`config.mk`:
```
export PLATFORM = sky130hd
export DESIGN_NAME = length_prefixed_frame_receiver
export DESIGN_NICKNAME = d
export VERILOG_FILES = /design/src/rtl/lpfr_pkg.sv /design/src/rtl/lpfr_cfg.sv /design/src/rtl/lpfr_core.sv /design/src/rtl/lpfr_outbuf.sv /design/src/rtl/length_prefixed_frame_receiver.sv
export VERILOG_INCLUDE_DIRS = /design/src /design/src/rtl
export SDC_FILE = /design/constraint.sdc
export NUM_CORES = 1
export LEC_CHECK = 0
export BUFFER_PORTS_ARGS = -buffer_cell sky130_fd_sc_hd__buf_2
export CAP_MARGIN = 10
export CORE_UTILIZATION = 40
export CTS_CLUSTER_DIAMETER = 120
export DETAILED_ROUTE_END_ITERATION = 16
export GPL_ROUTABILITY_DRIVEN = 1
export PLACE_DENSITY_LB_ADDON = 0.12
export SYNTH_ARGS = -nofsm -noshare
export SYNTH_HDL_FRONTEND = slang
export SYNTH_SLANG_ARGS = --single-unit
```
`constraint.sdc`:
```
create_clock -name clk -period 3.92 [get_ports clk]
set_input_delay 0.196 -clock clk [delete_from_list [all_inputs] [get_ports clk]]
set_output_delay 0.196 -clock clk [all_outputs]
set_load 0.005 [all_outputs]
```
`src/rtl/assert_macros.svh`:
```
// assertion macros shared by the frame receiver modules
`ifndef ASSERT_MACROS_SVH
`define ASSERT_MACROS_SVH

`ifndef SYNTH
// same-cycle implication, checked outside reset
`define LPFR_ASSERT_IMP(label, clk, rst, ante, cons) \
  label: assert property (@(posedge clk) disable iff (rst) (ante) |-> (cons)) \
    else $error("assertion failed");
// next-cycle implication, checked outside reset
`define LPFR_ASSERT_NXT(label, clk, rst, ante, cons) \
  label: assert property (@(posedge clk) disable iff (rst) (ante) |=> (cons)) \
    else $error("assertion failed");
`else
`define LPFR_ASSERT_IMP(label, clk, rst, ante, cons)
`define LPFR_ASSERT_NXT(label, clk, rst, ante, cons)
`endif

`endif

```
`src/rtl/lpfr_pkg.sv`:
```
// shared types and constants of the length-prefixed frame receiver
package lpfr_pkg;

  // receive buffer depth in bytes
  localparam int BUF_SIZE = 1024;
  // position counts 0..BUF_SIZE
  localparam int POS_W = $clog2(BUF_SIZE + 1);

  localparam int BYTE_W  = 8;
  localparam int INDEX_W = 10;
  localparam int LEN_W   = 16;
  localparam int STAT_W  = 2;
  // width for comparing position against the frame length
  localparam int CMP_W   = (POS_W > LEN_W) ? POS_W : LEN_W;

  localparam logic [BYTE_W-1:0] SYNC_RESET = 8'h24;
  localparam logic [POS_W-1:0]  MIN_END_INDEX = POS_W'(4);

  // status codes
  localparam logic [STAT_W-1:0] ST_DROP     = 2'd0;
  localparam logic [STAT_W-1:0] ST_ACCEPT   = 2'd1;
  localparam logic [STAT_W-1:0] ST_LAST     = 2'd2;
  localparam logic [STAT_W-1:0] ST_OVERFLOW = 2'd3;

  // one result beat
  typedef struct packed {
    logic [BYTE_W-1:0]  out_byte;
    logic [INDEX_W-1:0] byte_index;
    logic [STAT_W-1:0]  status;
    logic [LEN_W-1:0]   frame_length;
  } result_t;

endpackage

```
`src/rtl/lpfr_cfg.sv`:
```
// apb register file holding the sync byte
module lpfr_cfg (
  input  logic                      clk,
  input  logic                      rst,
  input  logic                      psel,
  input  logic                      penable,
  input  logic                      pwrite,
  input  logic [2:0]                paddr,
  input  logic [31:0]               pwdata,
  output logic [31:0]               prdata,
  output logic                      pready,
  output logic [lpfr_pkg::BYTE_W-1:0] sync_byte
);
  import lpfr_pkg::*;

  logic reg_hit;

  // word decode: register 0 at byte address 0
  assign reg_hit = (paddr[2] == 1'b0);
  assign pready  = 1'b1;

  // sync byte register
  always_ff @(posedge clk) begin
    if (rst) begin
      sync_byte <= SYNC_RESET;
    end else if (psel && penable && pwrite && reg_hit) begin
      sync_byte <= pwdata[BYTE_W-1:0];
    end
  end

  // read back
  always_comb begin
    prdata = '0;
    if (reg_hit) begin
      prdata = {{(32-BYTE_W){1'b0}}, sync_byte};
    end
  end

endmodule

```
`src/rtl/lpfr_core.sv`:
```
// frame tracking state and per-byte result logic
`include "assert_macros.svh"

module lpfr_core (
  input  logic                          clk,
  input  logic                          rst,
  input  logic                          accept,
  input  logic [lpfr_pkg::BYTE_W-1:0]   rx_byte,
  input  logic [lpfr_pkg::BYTE_W-1:0]   sync_byte,
  output lpfr_pkg::result_t             res
);
  import lpfr_pkg::*;

  logic              in_frame;
  logic [POS_W-1:0]  position;
  logic [LEN_W-1:0]  length_reg;

  logic              in_frame_next;
  logic [POS_W-1:0]  position_next;
  logic [LEN_W-1:0]  length_reg_next;

  logic              buf_full;
  logic              last;
  logic [CMP_W-1:0]  len_minus_one;

  assign buf_full      = (position >= POS_W'(BUF_SIZE));
  assign len_minus_one = CMP_W'(length_reg_next) - CMP_W'(1);

  // length capture from bytes 1 and 2
  always_comb begin
    length_reg_next = length_reg;
    if (in_frame && !buf_full) begin
      if (position == POS_W'(1)) begin
        length_reg_next = {rx_byte, 8'h00};
      end else if (position == POS_W'(2)) begin
        length_reg_next = {length_reg[LEN_W-1:BYTE_W], rx_byte};
      end
    end
  end

  // end of frame check
  assign last = (position >= MIN_END_INDEX) && (length_reg_next != '0) &&
                (CMP_W'(position) >= len_minus_one);

  // next state and result beat
  always_comb begin
    in_frame_next    = in_frame;
    position_next    = position;
    res.out_byte     = rx_byte;
    res.byte_index   = '0;
    res.status       = ST_DROP;
    res.frame_length = length_reg_next;
    if (!in_frame) begin
      position_next = '0;
      if (rx_byte == sync_byte) begin
        in_frame_next = 1'b1;
        position_next = POS_W'(1);
        res.status    = ST_ACCEPT;
      end
    end else if (buf_full) begin
      in_frame_next = 1'b0;
      position_next = '0;
      res.status    = ST_OVERFLOW;
    end else begin
      res.byte_index = position[INDEX_W-1:0];
      if (last) begin
        in_frame_next = 1'b0;
        position_next = '0;
        res.status    = ST_LAST;
      end else begin
        position_next = position + POS_W'(1);
        res.status    = ST_ACCEPT;
      end
    end
  end

  // state registers
  always_ff @(posedge clk) begin
    if (rst) begin
      in_frame   <= 1'b0;
      position   <= '0;
      length_reg <= '0;
    end else if (accept) begin
      in_frame   <= in_frame_next;
      position   <= position_next;
      length_reg <= length_reg_next;
    end
  end

  `LPFR_ASSERT_IMP(a_pos_bound, clk, rst, 1'b1, position <= POS_W'(BUF_SIZE))
  `LPFR_ASSERT_IMP(a_hunt_pos, clk, rst, !in_frame, position == '0)
  `LPFR_ASSERT_IMP(a_frame_pos, clk, rst, in_frame, position != '0)
  `LPFR_ASSERT_NXT(a_overflow_hunt, clk, rst, accept && in_frame && buf_full,
                   !in_frame && position == '0)

endmodule

```
`src/rtl/lpfr_outbuf.sv`:
```
// result register with a skid stage
`include "assert_macros.svh"

module lpfr_outbuf (
  input  logic               clk,
  input  logic               rst,
  input  logic               in_accept,
  input  lpfr_pkg::result_t  in_res,
  output logic               in_stall,
  output logic               out_valid,
  input  logic               out_stall,
  output lpfr_pkg::result_t  out_res
);
  import lpfr_pkg::*;

  logic    skid_full;
  result_t skid_res;
  logic    take;

  assign take     = out_valid && !out_stall;
  assign in_stall = skid_full;

  // control
  always_ff @(posedge clk) begin
    if (rst) begin
      out_valid <= 1'b0;
      skid_full <= 1'b0;
    end else if (skid_full) begin
      if (take) begin
        skid_full <= 1'b0;
      end
    end else if (in_accept) begin
      if (out_valid && !take) begin
        skid_full <= 1'b1;
      end
      out_valid <= 1'b1;
    end else if (take) begin
      out_valid <= 1'b0;
    end
  end

  // payload
  always_ff @(posedge clk) begin
    if (skid_full) begin
      if (take) begin
        out_res <= skid_res;
      end
    end else if (in_accept) begin
      if (!out_valid || take) begin
        out_res <= in_res;
      end else begin
        skid_res <= in_res;
      end
    end
  end

  `LPFR_ASSERT_IMP(a_skid_behind_out, clk, rst, skid_full, out_valid)
  `LPFR_ASSERT_NXT(a_drain, clk, rst, take && !skid_full && !in_accept, !out_valid)
  `LPFR_ASSERT_NXT(a_skid_fill, clk, rst, in_accept && out_valid && !take, skid_full)

endmodule

```
`src/rtl/length_prefixed_frame_receiver.sv`:
```
// top level of the sync-byte length-prefixed frame receiver
//
// Usage: one received byte per input beat on rx_byte (in_valid/in_stall).
// Every input beat yields exactly one result beat on out_valid/out_stall:
// the echoed byte, its index in the frame, a status code (dropped while
// hunting, accepted, last of frame, overflow) and the captured length.
// A frame opens on a byte equal to the sync register, bytes 1 and 2 carry
// the big-endian total length, and the frame closes at index
// max(4, length - 1); a zero length runs until the buffer size overflows.
// Each result beat is registered; the state update and result register take
// one beat per cycle while in_stall is low. A skid stage lets the input take
// one more beat while a result is held; with the skid full, in_stall rises
// until the receiver drains a beat. Reset (rst, synchronous) returns to
// hunting, clears position and length, empties the result stages and sets
// the sync byte to 0x24. The user writes the sync byte over the APB port at
// address 0 only while idle; the block itself does not enforce this.
module length_prefixed_frame_receiver (
  input  logic        clk,
  input  logic        rst,
  input  logic        psel,
  input  logic        penable,
  input  logic        pwrite,
  input  logic [2:0]  paddr,
  input  logic [31:0] pwdata,
  output logic [31:0] prdata,
  output logic        pready,
  input  logic        in_valid,
  output logic        in_stall,
  input  logic [7:0]  rx_byte,
  output logic        out_valid,
  input  logic        out_stall,
  output logic [7:0]  out_byte,
  output logic [9:0]  byte_index,
  output logic [1:0]  status,
  output logic [15:0] frame_length
);
  import lpfr_pkg::*;

  logic [BYTE_W-1:0] sync_byte;
  logic              accept;
  result_t           core_res;
  result_t           out_res;

  assign accept = in_valid && !in_stall;

  // configuration registers
  lpfr_cfg u_cfg (
    .clk       (clk),
    .rst       (rst),
    .psel      (psel),
    .penable   (penable),
    .pwrite    (pwrite),
    .paddr     (paddr),
    .pwdata    (pwdata),
    .prdata    (prdata),
    .pready    (pready),
    .sync_byte (sync_byte)
  );

  // frame state and result
  lpfr_core u_core (
    .clk       (clk),
    .rst       (rst),
    .accept    (accept),
    .rx_byte   (rx_byte),
    .sync_byte (sync_byte),
    .res       (core_res)
  );

  // output register and skid
  lpfr_outbuf u_outbuf (
    .clk       (clk),
    .rst       (rst),
    .in_accept (accept),
    .in_res    (core_res),
    .in_stall  (in_stall),
    .out_valid (out_valid),
    .out_stall (out_stall),
    .out_res   (out_res)
  );

  assign out_byte     = out_res.out_byte;
  assign byte_index   = out_res.byte_index;
  assign status       = out_res.status;
  assign frame_length = out_res.frame_length;

endmodule
```
# ---- After elaboration in Yosys (flattened, before gate mapping)
# Cells that the tools add are included.
dict set report totals {
  regBits 110
  elab_cells 76
  inputBits 50
}
dict set report op_classes {
  n_addsub 2
  reduce_logical 22
  muxes 28
  eq_ne 4
  n_bitwise 3
  order_cmp 3
}
# cell count
set op_table {}
lappend op_table {{2-to-1 mux 36 bit} 4}
lappend op_table {{2-to-1 mux 11 bit} 3}
lappend op_table {{2-to-1 mux 16 bit} 2}
lappend op_table {{2-to-1 mux 10 bit} 2}
lappend op_table {{>= comparator 11 x 16 -> 1 bit} 1}
lappend op_table {{2-to-1 mux 8 bit} 2}
lappend op_table {{nonzero test 16 bit} 1}
lappend op_table {{subtractor 16 x 1 -> 16 bit, second input constant} 1}
lappend op_table {{2-to-1 mux 1 bit} 12}
lappend op_table {{adder 11 x 1 -> 11 bit, second input constant} 1}
lappend op_table {{== test 11 x 1 -> 1 bit, second input constant} 1}
lappend op_table {{== test 11 x 2 -> 1 bit, second input constant} 1}
lappend op_table {{>= comparator 11 bit, second input constant} 1}
lappend op_table {{>= comparator 11 x 3 -> 1 bit, second input constant} 1}
lappend op_table {{logical AND 1 bit} 9}
lappend op_table {{== test 8 bit} 1}
lappend op_table {{2-to-1 mux 2 bit} 3}
lappend op_table {{AND reduction 3 bit} 2}
lappend op_table {{nonzero test 2 bit} 3}
lappend op_table {{zero test 1 bit} 5}
lappend op_table {{NOT 1 bit} 3}
lappend op_table {{inequality test 2 bit, second input constant} 1}
lappend op_table {{AND reduction 2 bit} 1}
lappend op_table {{logical OR 1 bit} 1}

# ---- Longest topological paths before layout
# Gate-level depths: netlist of run 1.
dict set report depth {
  depth_word 13
  ltp_mapped 19
  mapped_depth_nobuf 18
}

# ---- Cells and area by module
# Synthesis of run 1 repeated with hierarchy kept, for this count alone.
dict set report hier_totals {
  hier_cells 484
  hier_area_um2 5656.7
}
# mod seq_area_each_um2 cells_each instances area_each_um2
set by_module_without_submodules {}
lappend by_module_without_submodules {lpfr_outbuf 2202.1 124 1 2715.1}
lappend by_module_without_submodules {lpfr_core 560.5 289 1 2307.2}
lappend by_module_without_submodules {lpfr_cfg 160.2 70 1 620.6}
lappend by_module_without_submodules {length_prefixed_frame_receiver 0.0 1 1 13.8}

# ---- Least setup slack after synthesis of run 1
# Ideal clock, no wire load.
dict set report synth_timing {
  kind {reg2reg}
  from {reg u_core.position[3]}
  to {reg u_outbuf.out_res[16] (netlist name)}
  synth_period_minus_slack_ns 4.052
  setup_slack_ns -0.132
  t_arrival_ns 3.779
  path_buffers 2
  path_stages_with_launch 19
  cell_sequence {dfxtp_1 > buf_2 > or4b_1 > or4_1 > buf_4 > a22oi_1 > ha_1 > inv_1 > a21oi_1 > nand4_2 > xor2_1 > ha_1 > o21ai_0 > nand2b_1 > a21oi_1 > a31oi_1 > o211ai_2 > o41ai_1 > a21oi_1}
}
dict set report synth_between {
  elab_chain_cells 13
  elab_cells_between_ends 20
  classes_between {1 x add/sub; 3 x order compare; 2 x eq/ne; 9 x mux; 5 x reduce/logical}
}
# element line
set synth_lines {}
lappend synth_lines {{from (decl)} lpfr_core.sv:15} ;# logic [POS_W-1:0] position;
lappend synth_lines {{from (signal assigned)} lpfr_core.sv:85} ;# position <= position_next;
lappend synth_lines {{>= comparator 11 bit or == test 11 x 2 -> 1 bit (tied branches)} {lpfr_core.sv:26, lpfr_core.sv:35}}
lappend synth_lines {{zero test 1 bit or 2-to-1 mux 8 bit (tied branches)} {lpfr_core.sv:32, lpfr_core.sv:35}}
lappend synth_lines {{logical AND 1 bit or 2-to-1 mux 16 bit (tied branches)} {lpfr_core.sv:32, lpfr_core.sv:33}}
lappend synth_lines {{2-to-1 mux 16 bit} lpfr_core.sv:32} ;# if (in_frame && !buf_full) begin
lappend synth_lines {{subtractor 16 x 1 -> 16 bit or nonzero test 16 bit (tied branches)} {lpfr_core.sv:27, lpfr_core.sv:42}}
lappend synth_lines {{>= comparator 11 x 16 -> 1 bit or logical AND 1 bit (tied branches)} {lpfr_core.sv:43, lpfr_core.sv:42}}
lappend synth_lines {{logical AND 1 bit} lpfr_core.sv:42} ;# assign last = (position >= MIN_END_INDEX) && (length_reg_next != '0) &&
lappend synth_lines {{2-to-1 mux 2 bit} lpfr_core.sv:66} ;# if (last) begin
lappend synth_lines {{2-to-1 mux 2 bit *} lpfr_core.sv:60} ;# end else if (buf_full) begin
lappend synth_lines {{2-to-1 mux 2 bit *} lpfr_core.sv:53} ;# if (!in_frame) begin
lappend synth_lines {{2-to-1 mux 36 bit *} lpfr_outbuf.sv:49} ;# if (!out_valid || take) begin
lappend synth_lines {{2-to-1 mux 36 bit *} lpfr_outbuf.sv:48} ;# end else if (in_accept) begin
lappend synth_lines {{2-to-1 mux 36 bit *} lpfr_outbuf.sv:44} ;# if (skid_full) begin
# Mark *: on every way between the ends. The rest lies on a longest branch, timed or not. The select of a mux whose other input is x is not followed.
# A chain may end at the register's enable or synchronous reset.

==> results of run 1 <==
tightest hold or removal path, cell delays in order:
cell and delay [ns]:
buf_2 0.07, nand2_1 0.04, nand3b_1 0.07
stage by stage:
stage	cells	setup slack [ns]
floorplan	520	0.00314
global placement	761	-0.0927
detailed placement	761	-0.177
CTS	778	-0.0175
global route	779	-0.228
finish	779	-0.0274
area by class of cell:
cell class	instances	share of cell area, %
multi-input combinational	350	37.9
clock inverter	1	0.0745
sequential	110	43.6
inverter	11	0.615
timing repair buffer	116	10.5
tap	176	3.28
clock buffer	15	4.16
cells in the mapped netlist (3+ instances only):
cell type,number
nand3_1,7
o221ai_1,3
buf_4,26
o211ai_1,5
edfxtp_1,72
nand3b_1,4
nand2_1,28
nor4_1,3
nor2_1,56
a211oi_1,8
and2_1,10
ha_1,16
clkbuf_1,21
nand2b_1,4
a22oi_1,5
and3_1,4
a21oi_1,19
dfxtp_1,38
or4_1,4
mux2_2,42
nor3_1,18
inv_1,11
xnor2_1,16
a31oi_1,3
o21ai_0,7
nor2b_1,13
xor2_1,10
cells by family (layout without fill, tap and decap cells):
family / count (synthesis) / after routing
other cells: 2 / 25
mux: 45 / 45
compound gates: 74 / 74
xor+xnor: 26 / 26
flops: 110 / 110
buf+inv: 60 / 143
simple gates: 164 / 164
fa+ha+maj: 16 / 16
timing repair:
item                                    in CTS  in global routing
hold endpoints to repair                     0                  0
endpoints found under the setup margin      16                 16
buffers inserted                             1                  1
gates resized for setup                      6                 11
pin swaps                                    0                  7
worst paths after layout:
| path | slack, ns | from | endpoint | cells after the start |
|---|---|---|---|---|
| max reg2reg | -0.03 | u_core.position[4] | u_outbuf.out_res[17] | 13 |
| max | -0.03 | u_core.position[4] | u_outbuf.out_res[17] | 13 |
| min | 0.06 | pwdata[2] | u_cfg.sync_byte[2] | 3 |
| min reg2reg | 0.49 | u_cfg.sync_byte[6] | u_cfg.sync_byte[6] | 2 |
where the power goes:
group	leakage [nW]	switching, mW	internal [mW]	total (mW)
sequential	1.00	0.0293	1.30	1.33
clock	0.139	0.385	0.487	0.873
combinational	1.61	0.217	0.174	0.391
total	2.75	0.632	1.97	2.60
layer usage:
layer,track usage (%),vias to the layer above
met5,0,-
met4,5.17,0
met3,4.72,12
met2,28.3,97
met1,23.4,1863
li1,-,1956
==> impl_metrics.ini, run 1 <==
[run_status]
status = finished, violations left
violations = negative setup slack

[route]
wl_um = 12200
vias = 3928
top_layer = met4
wl_met1_um = 5760
drt_pass1_iterations = 4
wire_per_inst_um = 15.7
drt-initial-drc-count = 176
drc = 0
dr_wl_met3_um = 614
routed_via_density = 5.04
ant_nets = 0
routed-wl-met2_um = 5720

[yosys]
ys.flop_type = edfxtp_1
synth_top_area_share_pct = 38.5
synth-seq-cells = 110
synth_top_family_by_area = simple AND/OR/NAND/NOR gates
async_flop_share_pct = 0
synthXorXnorAreaFrac_pct = 4.06
synth.top_cells.by_area = edfxtp_1 (39%), dfxtp_1 (14%), mux2_2 (8.4%)
ys_seq_area_share_pct = 52.1
synth_adder_area_share_pct = 3.57
synthCells = 497
synth_warnings = 0
synth_compound_area_share_pct = 10.3
avgSynthCellArea_sq_um = 11.3
syn-cell-area_sq_um = 5610
synth-simple-area-share_pct = 15.1
yosysTopAreaCell = edfxtp_1
synth_cell_types = 63
synth_edf_count = 72
synthMuxAreaShare_pct = 9.03

[run]
drv_cap = 0

[setup_path]
critPathRequiredTime_ns = 4.02
path_max_fanout = 4
critPathKind = flop to flop
start_kind = flop
crit_path_frequent_cell = or4_4
critPathMaxStageDelay_ns = 0.58
crit_chain = or4_4 > or4_4 > a22o_4 > nor4_4 > nand2_1 > xor2_2 > ha_1 > a22o_1 > nor4_2 > o21ai_2 > o211ai_2 > nor3_4 > o31a_1
arrival_ns = 4.05
cp-end-kind = flop
critical_path.top_delay_family = simple AND/OR/NAND/NOR gates
critPathBufInv = 0
cp_slowest_cell = or4_4

[placement]
hpwlAfterDp_um = 8760
place_area_sq_um = 6350
place_congestion = 0.860
io_buffers = 69

[floorplanning]
start_util_pct = 41.7
die-area_sq_um = 14500
dieWidth_um = 120
dieHeight_um = 120
row_count = 42
pin_count = 121
fp.coreArea_sq_um = 13500

[layout]
regArea_sq_um = 2930
multi_input_area_sq_um = 2540
nNetsFinal = 664
final_util_pct = 49.9
num_antenna_cells = 0
mostFrequentLayoutCells = edfxtp_1 (72), buf_2 (69), nor2_1 (56), buf_4 (46), mux2_2 (42)
final_area_sq_um = 6720
fill_cells = 1290
layout-drive-gt1-share_pct = 33.7
layout_commonest_cell = edfxtp_1
area_growth_pct = 19.6

[sta]
min_period_over_period_pct = 101
setup_tns_ns = -0.0274
hold_violations = 0
fin_skew_ns = 0.00529
maxSlewHeadroom_pct = 46.3
final_max_slew_viol_count = 0
hold_slack_ns = 0.0573
period_minus_slack_ns = 3.95
tightest_slew_ns = 0.804
worst_slack_ns = -0.0274
setup_viol = 1
rsz0062_at_grt = yes
fmax_mhz = 253

[clock_tree]
cts_tree = yes
clockRootBuffer = clkbuf_16
cts_buffers = 9
cts.sinks = 110
clk-insertion-delay-late_ns = 0.35
holdBufCountCts = 0
clk_pin_slew_ns = 0.06
htree_levels = 3
cts_buffer_depth = 2

[global_route]
grt_max_degree = 37
grt_pass1_wl_um = 19500
overflow = 0
grt_usage_pct = 17.7
antenna_found_initial = 0
grt_pass1_vias = 3805

[pwr]
design_power_total_mw = 2.60
powerDensity_nw_per_um2 = 387
ir_drop_mv = 0.197
leakagePower_nw = 2.75

[hold_path]
hold_class = primary input to flop
Power figures use the tool's default switching activity.
==> inputs of run 2 (changes only) <==
--- a/config.mk
+++ b/config.mk
@@ -13,6 +13,7 @@
 export DETAILED_ROUTE_END_ITERATION = 16
 export GPL_ROUTABILITY_DRIVEN = 1
 export PLACE_DENSITY_LB_ADDON = 0.12
+export REMOVE_ABC_BUFFERS = 1
 export SYNTH_ARGS = -nofsm -noshare
 export SYNTH_HDL_FRONTEND = slang
 export SYNTH_SLANG_ARGS = --single-unit
==> run 2 against run 1 <==
Effect of this change: the run still ends with negative setup slack left; maximum frequency is 0.36% lower; clock skew is 0.0048 ns higher; die area stayed put; cell count is 2.2% higher; first-iteration DRC count is 22% higher; combinational power is 10% higher; critical path depth is 4 higher; flip-flop and latch count stayed put; sequential power hardly changed; count of clock-buffer cells in the layout is 6 lower; register-to-register slack hardly changed; via count is 3.0% higher; critical path type unchanged; highest routed layer unchanged.
==> impl_metrics.ini, run 2 (synthesized netlist as in run 1, its figures left out) <==
[placement]
dp_cells = 766
hpwlAfterDp_um = 9140
place_area_sq_um = 6380
preCtsSetupSlack_ns = -0.182
place_congestion = 0.890
io_buffers = 69

[sta]
fin_skew_ns = 0.0101
hold_slack_ns = 0.0461
final_max_slew_viol_count = 0
min_period_over_period_pct = 101
hold_violations = 0
maxSlewHeadroom_pct = 41.8
setup_viol = 10
tightest_slew_ns = 0.871
period_minus_slack_ns = 3.96
rsz0062_at_grt = yes
worst_slack_ns = -0.0415
fmax_mhz = 252
setup_tns_ns = -0.221

[run]
drv_cap = 0

[clock_tree]
cts_buffer_depth = 2
htree_levels = 3
cts_buffers = 9
clk_pin_slew_ns = 0.08
holdBufCountCts = 0
cts.sinks = 110
cts_tree = yes
clk-insertion-delay-late_ns = 0.36
clockRootBuffer = clkbuf_16

[route]
drt_pass1_iterations = 4
ant_nets = 0
wl_um = 13100
wire_per_inst_um = 16.4
vias = 4047
drc = 0
routed_via_density = 5.08
drt-initial-drc-count = 214

[pwr]
leakagePower_nw = 2.85
design_power_total_mw = 2.69
powerDensity_nw_per_um2 = 388
ir_drop_mv = 0.182

[global_route]
grt_usage_pct = 19.1
overflow = 0
grt_max_degree = 34
grt_pass1_vias = 3923
antenna_found_initial = 0
grt_pass1_wl_um = 21000

[layout]
layout_commonest_cell = edfxtp_1
area_growth_pct = 23.6
fill_cells = 1207
final_util_pct = 51.6
mostFrequentLayoutCells = edfxtp_1 (72), buf_2 (69), buf_4 (58), nor2_1 (54), mux2_2 (42)
num_antenna_cells = 0
final_cells = 796
final_area_sq_um = 6940
nNetsFinal = 681
layout-drive-gt1-share_pct = 36.9

[setup_path]
critPathMaxStageDelay_ns = 0.56
crit_chain = or4_4 > or4_4 > buf_6 > buf_12 > buf_6 > a22oi_2 > nand4_2 > xor2_1 > ha_1 > o21ai_2 > nand2b_1 > a21oi_2 > a31oi_4 > o211ai_4 > buf_12 > nor3_4 > o31a_1
path_max_fanout = 4
arrival_ns = 4.08
critPathKind = flop to flop
cp_slowest_cell = or4_4
critical_path.top_delay_family = simple AND/OR/NAND/NOR gates
cp-end-kind = flop
critPathRequiredTime_ns = 4.04
start_kind = flop
critPathBufInv = 4

[floorplanning]
dieWidth_um = 120
start_util_pct = 41.7
die-area_sq_um = 14500
dieHeight_um = 120
row_count = 42
pin_count = 121
fp.coreArea_sq_um = 13500

[run_status]
status = finished, violations left
violations = negative setup slack

[hold_path]
hold_class = primary input to flop
==> run 2: repair_timing <==
| action | in CTS | in global routing |
|---|---|---|
| pin swaps | 9 | 26 |
| gates resized for setup | 14 | 19 |
| endpoints found under the setup margin | 14 | 16 |
| buffers inserted | 9 | 6 |
==> run 2: tightest hold or removal path: stages <==
cell	delay, ns
buf_2	0.08
nand2_1	0.04
nand3b_1	0.07
==> run 2: final cells by class <==
cell class | count | area (sq um) | area share [%]
Tap cell | 176 | 220 | 3.17
Multi-Input combinational cell | 350 | 2590 | 37.3
Clock inverter | 7 | 72.6 | 1.05
Timing Repair Buffer | 133 | 866 | 12.5
Clock buffer | 9 | 225 | 3.25
Inverter | 11 | 41.3 | 0.595
Sequential cell | 110 | 2930 | 42.2
==> run 2: final timing paths <==
path | slack [ns] | start | end | cells past startpoint
worst min register to register | 0.49 | u_cfg.sync_byte[6] | u_cfg.sync_byte[6] | 2
worst max-delay path | -0.04 | u_core.position[7] | u_outbuf.out_res[17] | 17
worst min-delay path | 0.05 | pwdata[2] | u_cfg.sync_byte[2] | 3
worst max register to register | -0.04 | u_core.position[7] | u_outbuf.out_res[17] | 17
==> run 2: routing by layer <==
| metal | vias up | routed length (um) | global-route usage, % |
|---|---|---|---|
| met5 | - | 0 | 0 |
| met4 | 0 | 135 | 5.48 |
| met3 | 15 | 603 | 4.34 |
| met2 | 108 | 6180 | 31.3 |
| met1 | 1939 | 6150 | 25.2 |
| li1 | 1985 | - | - |
==> run 2: report_power, final <==
part | switching [mW] | internal [mW]
Sequential | 0.0310 | 1.30
Combinational | 0.234 | 0.197
Clock | 0.428 | 0.498
Total | 0.693 | 2.00
